`src/rfgt_pkg.sv`:
```
// Package for the RTU frame-gap timer: request codes, register indexes, reset values, types.
`default_nettype none

package rfgt_pkg;

    localparam int COUNT_WIDTH_DEF = 16;
    localparam int THR_W           = 16;
    localparam int BYTE_W          = 8;
    localparam int REQ_W           = 2;
    localparam int CFG_INDEX_W     = 2;

    localparam logic [REQ_W-1:0] REQ_TICK = 2'd0;
    localparam logic [REQ_W-1:0] REQ_BYTE = 2'd1;
    localparam logic [REQ_W-1:0] REQ_TX   = 2'd2;
    localparam logic [REQ_W-1:0] REQ_NONE = 2'd3;

    localparam logic [CFG_INDEX_W-1:0] CFG_GAP_SHORT = 2'd0;
    localparam logic [CFG_INDEX_W-1:0] CFG_GAP_EXTRA = 2'd1;

    localparam logic [THR_W-1:0] GAP_SHORT_RESET = 16'd1500;
    localparam logic [THR_W-1:0] GAP_EXTRA_RESET = 16'd2000;

    typedef struct packed {
        logic              byte_valid;
        logic [BYTE_W-1:0] byte_out;
        logic              frame_error;
        logic              gap_short_expired;
        logic              gap_long_expired;
    } result_t;

endpackage

`default_nettype wire

```
`src/rtu_frame_gap_timer.sv`:
```
// RTU frame-gap timer: tick counter, 1.5T/3.5T gap compare and two-entry result buffer.
//
// Channel   Direction  Handshake             Payload
// s_        in         s_valid / s_ready     s_req_type, s_rx_byte, s_line_error
// m_        out        m_valid / m_ready     m_byte_valid, m_byte_out, m_frame_error,
//                                            m_gap_short_expired, m_gap_long_expired
// cfg_      in         cfg_valid / cfg_ready cfg_index, cfg_data
//
// Every beat's result is registered at the edge that accepts it, into the output register
// or, while that holds a result not taken, into the skid register. One beat per cycle is
// sustained while m_ready is high. The result path is an output register plus a skid
// register; s_ready drops only while both hold results that have not been taken. Configuration writes are always ready.
// Reset (aresetn low, synchronous) stops the timer, clears the counter and the buffer,
// and loads the default thresholds.
`default_nettype none

module rtu_frame_gap_timer #(
    parameter int COUNT_WIDTH = rfgt_pkg::COUNT_WIDTH_DEF
) (
    input  wire logic                               aclk,
    input  wire logic                               aresetn,

    input  wire logic                               s_valid,
    output logic                                    s_ready,
    input  wire logic [rfgt_pkg::REQ_W-1:0]         s_req_type,
    input  wire logic [rfgt_pkg::BYTE_W-1:0]        s_rx_byte,
    input  wire logic                               s_line_error,

    output logic                                    m_valid,
    input  wire logic                               m_ready,
    output logic                                    m_byte_valid,
    output logic [rfgt_pkg::BYTE_W-1:0]             m_byte_out,
    output logic                                    m_frame_error,
    output logic                                    m_gap_short_expired,
    output logic                                    m_gap_long_expired,

    input  wire logic                               cfg_valid,
    output logic                                    cfg_ready,
    input  wire logic [rfgt_pkg::CFG_INDEX_W-1:0]   cfg_index,
    input  wire logic [rfgt_pkg::THR_W-1:0]         cfg_data
);

    // The compare runs at the wider of counter and threshold, so a threshold beyond
    // the counter range never matches.
    localparam int CMP_W = (COUNT_WIDTH > rfgt_pkg::THR_W) ? COUNT_WIDTH : rfgt_pkg::THR_W;

    logic [rfgt_pkg::THR_W-1:0] gap_short_reg;
    logic [rfgt_pkg::THR_W-1:0] gap_extra_reg;

    logic [COUNT_WIDTH-1:0] tick_count_reg, tick_count_next;
    logic                   past_short_reg, past_short_next;
    logic                   running_reg, running_next;

    rfgt_pkg::result_t result_next;
    rfgt_pkg::result_t head_reg;
    rfgt_pkg::result_t skid_reg;
    logic              head_valid_reg;
    logic              skid_valid_reg;

    logic                        push;
    logic                        pop;
    logic [COUNT_WIDTH-1:0]      count_inc;
    logic [rfgt_pkg::THR_W-1:0]  thr;
    logic                        match;

    assign cfg_ready = 1'b1;
    assign s_ready   = !skid_valid_reg;
    assign push      = s_valid && s_ready;
    assign pop       = head_valid_reg && m_ready;

    always_ff @(posedge aclk) begin
        if (!aresetn) begin
            gap_short_reg <= rfgt_pkg::GAP_SHORT_RESET;
            gap_extra_reg <= rfgt_pkg::GAP_EXTRA_RESET;
        end else if (cfg_valid) begin
            unique case (cfg_index)
                rfgt_pkg::CFG_GAP_SHORT: gap_short_reg <= cfg_data;
                rfgt_pkg::CFG_GAP_EXTRA: gap_extra_reg <= cfg_data;
                default: ;
            endcase
        end
    end

    assign count_inc = tick_count_reg + COUNT_WIDTH'(1);
    assign thr       = past_short_reg ? gap_extra_reg : gap_short_reg;
    assign match     = (CMP_W'(count_inc) == CMP_W'(thr));

    always_comb begin
        tick_count_next = tick_count_reg;
        past_short_next = past_short_reg;
        running_next    = running_reg;
        result_next     = '0;
        unique case (s_req_type)
            rfgt_pkg::REQ_TICK: begin
                if (running_reg) begin
                    if (match) begin
                        tick_count_next = '0;
                        if (!past_short_reg) begin
                            past_short_next               = 1'b1;
                            result_next.gap_short_expired = 1'b1;
                        end else begin
                            past_short_next              = 1'b0;
                            running_next                 = 1'b0;
                            result_next.gap_long_expired = 1'b1;
                        end
                    end else begin
                        tick_count_next = count_inc;
                    end
                end
            end
            rfgt_pkg::REQ_BYTE: begin
                if (s_line_error) begin
                    result_next.frame_error = 1'b1;
                end else begin
                    result_next.byte_valid  = 1'b1;
                    result_next.byte_out    = s_rx_byte;
                    result_next.frame_error = past_short_reg;
                end
                tick_count_next = '0;
                past_short_next = 1'b0;
                running_next    = 1'b1;
            end
            rfgt_pkg::REQ_TX: begin
                past_short_next = 1'b0;
                running_next    = 1'b0;
            end
            rfgt_pkg::REQ_NONE: ;
            default: ;
        endcase
    end

    always_ff @(posedge aclk) begin
        if (!aresetn) begin
            tick_count_reg <= '0;
            past_short_reg <= 1'b0;
            running_reg    <= 1'b0;
        end else if (push) begin
            tick_count_reg <= tick_count_next;
            past_short_reg <= past_short_next;
            running_reg    <= running_next;
        end
    end

    // Result buffer: the skid register fills only when the head is occupied and not taken.
    always_ff @(posedge aclk) begin
        if (!aresetn) begin
            head_valid_reg <= 1'b0;
            skid_valid_reg <= 1'b0;
        end else begin
            if (pop) begin
                if (skid_valid_reg) begin
                    head_valid_reg <= 1'b1;
                    skid_valid_reg <= 1'b0;
                end else begin
                    head_valid_reg <= push;
                end
            end else if (push) begin
                if (head_valid_reg) begin
                    skid_valid_reg <= 1'b1;
                end else begin
                    head_valid_reg <= 1'b1;
                end
            end
        end
    end

    always_ff @(posedge aclk) begin
        if (pop) begin
            if (skid_valid_reg) begin
                head_reg <= skid_reg;
            end else if (push) begin
                head_reg <= result_next;
            end
        end else if (push) begin
            if (head_valid_reg) begin
                skid_reg <= result_next;
            end else begin
                head_reg <= result_next;
            end
        end
    end

    assign m_valid             = head_valid_reg;
    assign m_byte_valid        = head_reg.byte_valid;
    assign m_byte_out          = head_reg.byte_out;
    assign m_frame_error       = head_reg.frame_error;
    assign m_gap_short_expired = head_reg.gap_short_expired;
    assign m_gap_long_expired  = head_reg.gap_long_expired;

endmodule

`default_nettype wire
```
`config.mk`:
```
export PLATFORM = sky130hd
export DESIGN_NAME = rtu_frame_gap_timer
export DESIGN_NICKNAME = d
export VERILOG_FILES = /design/src/rfgt_pkg.sv /design/src/rtu_frame_gap_timer.sv
export SDC_FILE = /design/constraint.sdc
export NUM_CORES = 1
export LEC_CHECK = 0
export BUFFER_PORTS_ARGS = -buffer_cell sky130_fd_sc_hd__buf_4
export CAP_MARGIN = 20
export CORE_ASPECT_RATIO = 1.1
export CORE_MARGIN = 2
export CORE_UTILIZATION = 53
export CTS_BUF_LIST = sky130_fd_sc_hd__clkbuf_8 sky130_fd_sc_hd__clkbuf_16
export DETAILED_ROUTE_END_ITERATION = 10
export HOLD_SLACK_MARGIN = 0.08
export PLACE_DENSITY = 0.77
export SYNTH_ARGS = -nofsm -noshare
export SYNTH_HDL_FRONTEND = slang
export SYNTH_SLANG_ARGS = --single-unit
export TNS_END_PERCENT = 50
```
`constraint.sdc`:
```
create_clock -name aclk -period 2.8 [get_ports aclk]
set_clock_uncertainty 0.2 [all_clocks]
set_input_delay 0.56 -clock aclk [delete_from_list [all_inputs] [get_ports aclk]]
set_output_delay 0.56 -clock aclk [all_outputs]
set_load 0.05 [all_outputs]
```
==> metrics.txt <==
grt total ovfl 0; synthesis warning total 0; worst path arrival time 2980 ps; CTS H-Tree Depth 3; mean area per synthesized cell 9.43 um^2; Hold WS 209 ps; global-route wire length before repair 16.0 mm; RSZ-0062 raised after global routing yes; Post-Syn Nets 469; Min-Delay Path Class primary input to flop; Worst slew margin 54.9%; Vias 3522; final period utilization 104%; Design Power 2.28 mW; Routed Antenna Nets 0; Clk pin slew, worst setup/hold paths 80 ps; effective utilization at floorplan 54.7%; worst-skew pair later-pin latency between 300 and 400 ps; Worst Tran Pin Value just under 700 ps; Worst setup EP type flop; cell count after placement 592; vias in the first global route 3361; Die X 87.5 um; PD cells approximately 440 nW/um^2; status finished with violations; fin util 70.2%; Pleak 2.05 nW; initial antenna violation count 0; most frequent cells in the layout buf_4, nand2_1, dfxtp_1; Mapped Area 4070 um^2; hold_buf cts 0; Netlist cell types roughly 70; nets@finish 560; CTS buffer count 9; chip height 95.9 um; Starting DRT DRC Count 256; max-slew violations 0; Mapped Cells 431; MaxCap Viol Count 0; DRT Wirelength 10.0 mm; Setup TNS -622 ps; Final GP Congestion 0.900; clk root buf clkbuf_8; CTS tree built; sequential element share of the synthesized area 43.3%; Post-synth EDFFs 24; Final min period around 2900 ps; Post-route DRC 0; I/O Pins 49; core area 7430 um^2; Final Hold Fails 0; CP Max Fanout 6; die area 8390 um^2; CTS Sinks 76; Post-synth ARST share 0%; layout cells sized above 1 34.0%; diode count 0; most common cell after layout, fill and taps aside buf_4; pin count of the biggest net entering global routing 40; Final WS setup -116 ps; DP Worst Slack -177 ps; Max IR drop VDD ~0.00034 V; CP required 2870 ps; filler cell count between 500 and 600; Primary FF master, synth dfxtp_1; Clock Path Buffers 2; port buffer count between 40 and 50; Detail Placement HPWL 7.04 mm; vias per cell 5.74; row count 33; Finished Cell Area 5220 um^2; Yosys reg bits 76; drt pass-1 iters 5; WL per Instance 16.3 um; violated checks negative setup slack; Setup crit start kind flop; Setup Viol. Count Final 14; Layout Area Growth over Synthesis 28.3%; GRT Total Usage about a quarter; Layout Cells excl Fill 614; Setup CP Type flop to flop; Post-DP Area between 4000 and 5000 um^2; f_max 343 MHz
path summary, 6_finish.rpt:
path | slack, ps | end | cells after the start | start
max | -120 | tick_count_reg[7] | 10 | past_short_reg
min | 210 | gap_short_reg[3] | 3 | cfg_data[3]
max reg2reg | -120 | tick_count_reg[7] | 10 | past_short_reg
min reg2reg | 270 | gap_extra_reg[13] | 2 | gap_extra_reg[13]
per-layer routing:
layer | track usage (%) | up-vias | wire length (um)
met5 | 0 | - | 0
met4 | 11.8 | 0 | 195
met3 | 3.86 | 21 | 413
met2 | 40.7 | 87 | 5070
met1 | 32.6 | 1711 | 4330
li1 | - | 1703 | -
synth_stat cells, types with 6 or more instances:
cell / number / area [um^2]
nand2_1: 94 / 353
dfxtp_1: 52 / 1040
edfxtp_1: 24 / 721
nand3_1: 24 / 120
a21boi_0: 21 / 158
xnor2_1: 18 / 158
mux2i_1: 15 / 150
nor2_1: 14 / 52.6
clkbuf_1: 13 / 48.8
mux2_2: 11 / 124
inv_1: 10 / 37.5
and2_1: 9 / 56.3
xor2_1: 8 / 70.1
a21oi_1: 7 / 35.0
nand4_1: 7 / 43.8
nor3_1: 7 / 35.0
o21ai_0: 7 / 35.0
o211ai_1: 6 / 45.0
repair_timing:
action	CTS	global route
setup endpoints to repair	16	20
pin swaps	12	7
gates resized for setup	26	12
setup buffers	5	1
logic make-up (layout without fill, tap and decap cells):
family / after synthesis / count (layout) / synth area share (%)
buf+inv: 38 / 134 / 5.14
compound gates: 72 / 72 / 14.6
xor+xnor: 26 / 26 / 5.60
flops: 76 / 76 / 43.3
other cells: 1 / 1 / 0.0922
simple gates: 187 / 187 / 22.9
fa+ha+maj: 4 / 4 / 1.23
mux: 27 / 27 / 7.11
worst max-delay path: stages (launching register included):
cell and delay (ps):
dfxtp_4 390, mux2_4 310, or3_4 340, o211a_1 220
o31a_1 270, nand4bb_4 240, buf_6 160, o41ai_4 250
buf_6 180, nor2_2 40, a22o_1 230
report_power, final:
part / internal, mW / switching, mW
sequential: 1.17 / 0.0214
combinational: 0.131 / 0.176
clock: 0.344 / 0.430
total: 1.65 / 0.627
layout make-up:
type | count | area (um^2) | share of cell area [%]
timing repair buffer | 108 | 870 | 16.7
clock inverter | 6 | 40.0 | 0.768
inverter | 10 | 37.5 | 0.720
tap | 87 | 109 | 2.09
multi-input combinational | 317 | 2250 | 43.1
clock buffer | 10 | 138 | 2.64
sequential | 76 | 1770 | 34.0
(Power assumes the default switching activity.)
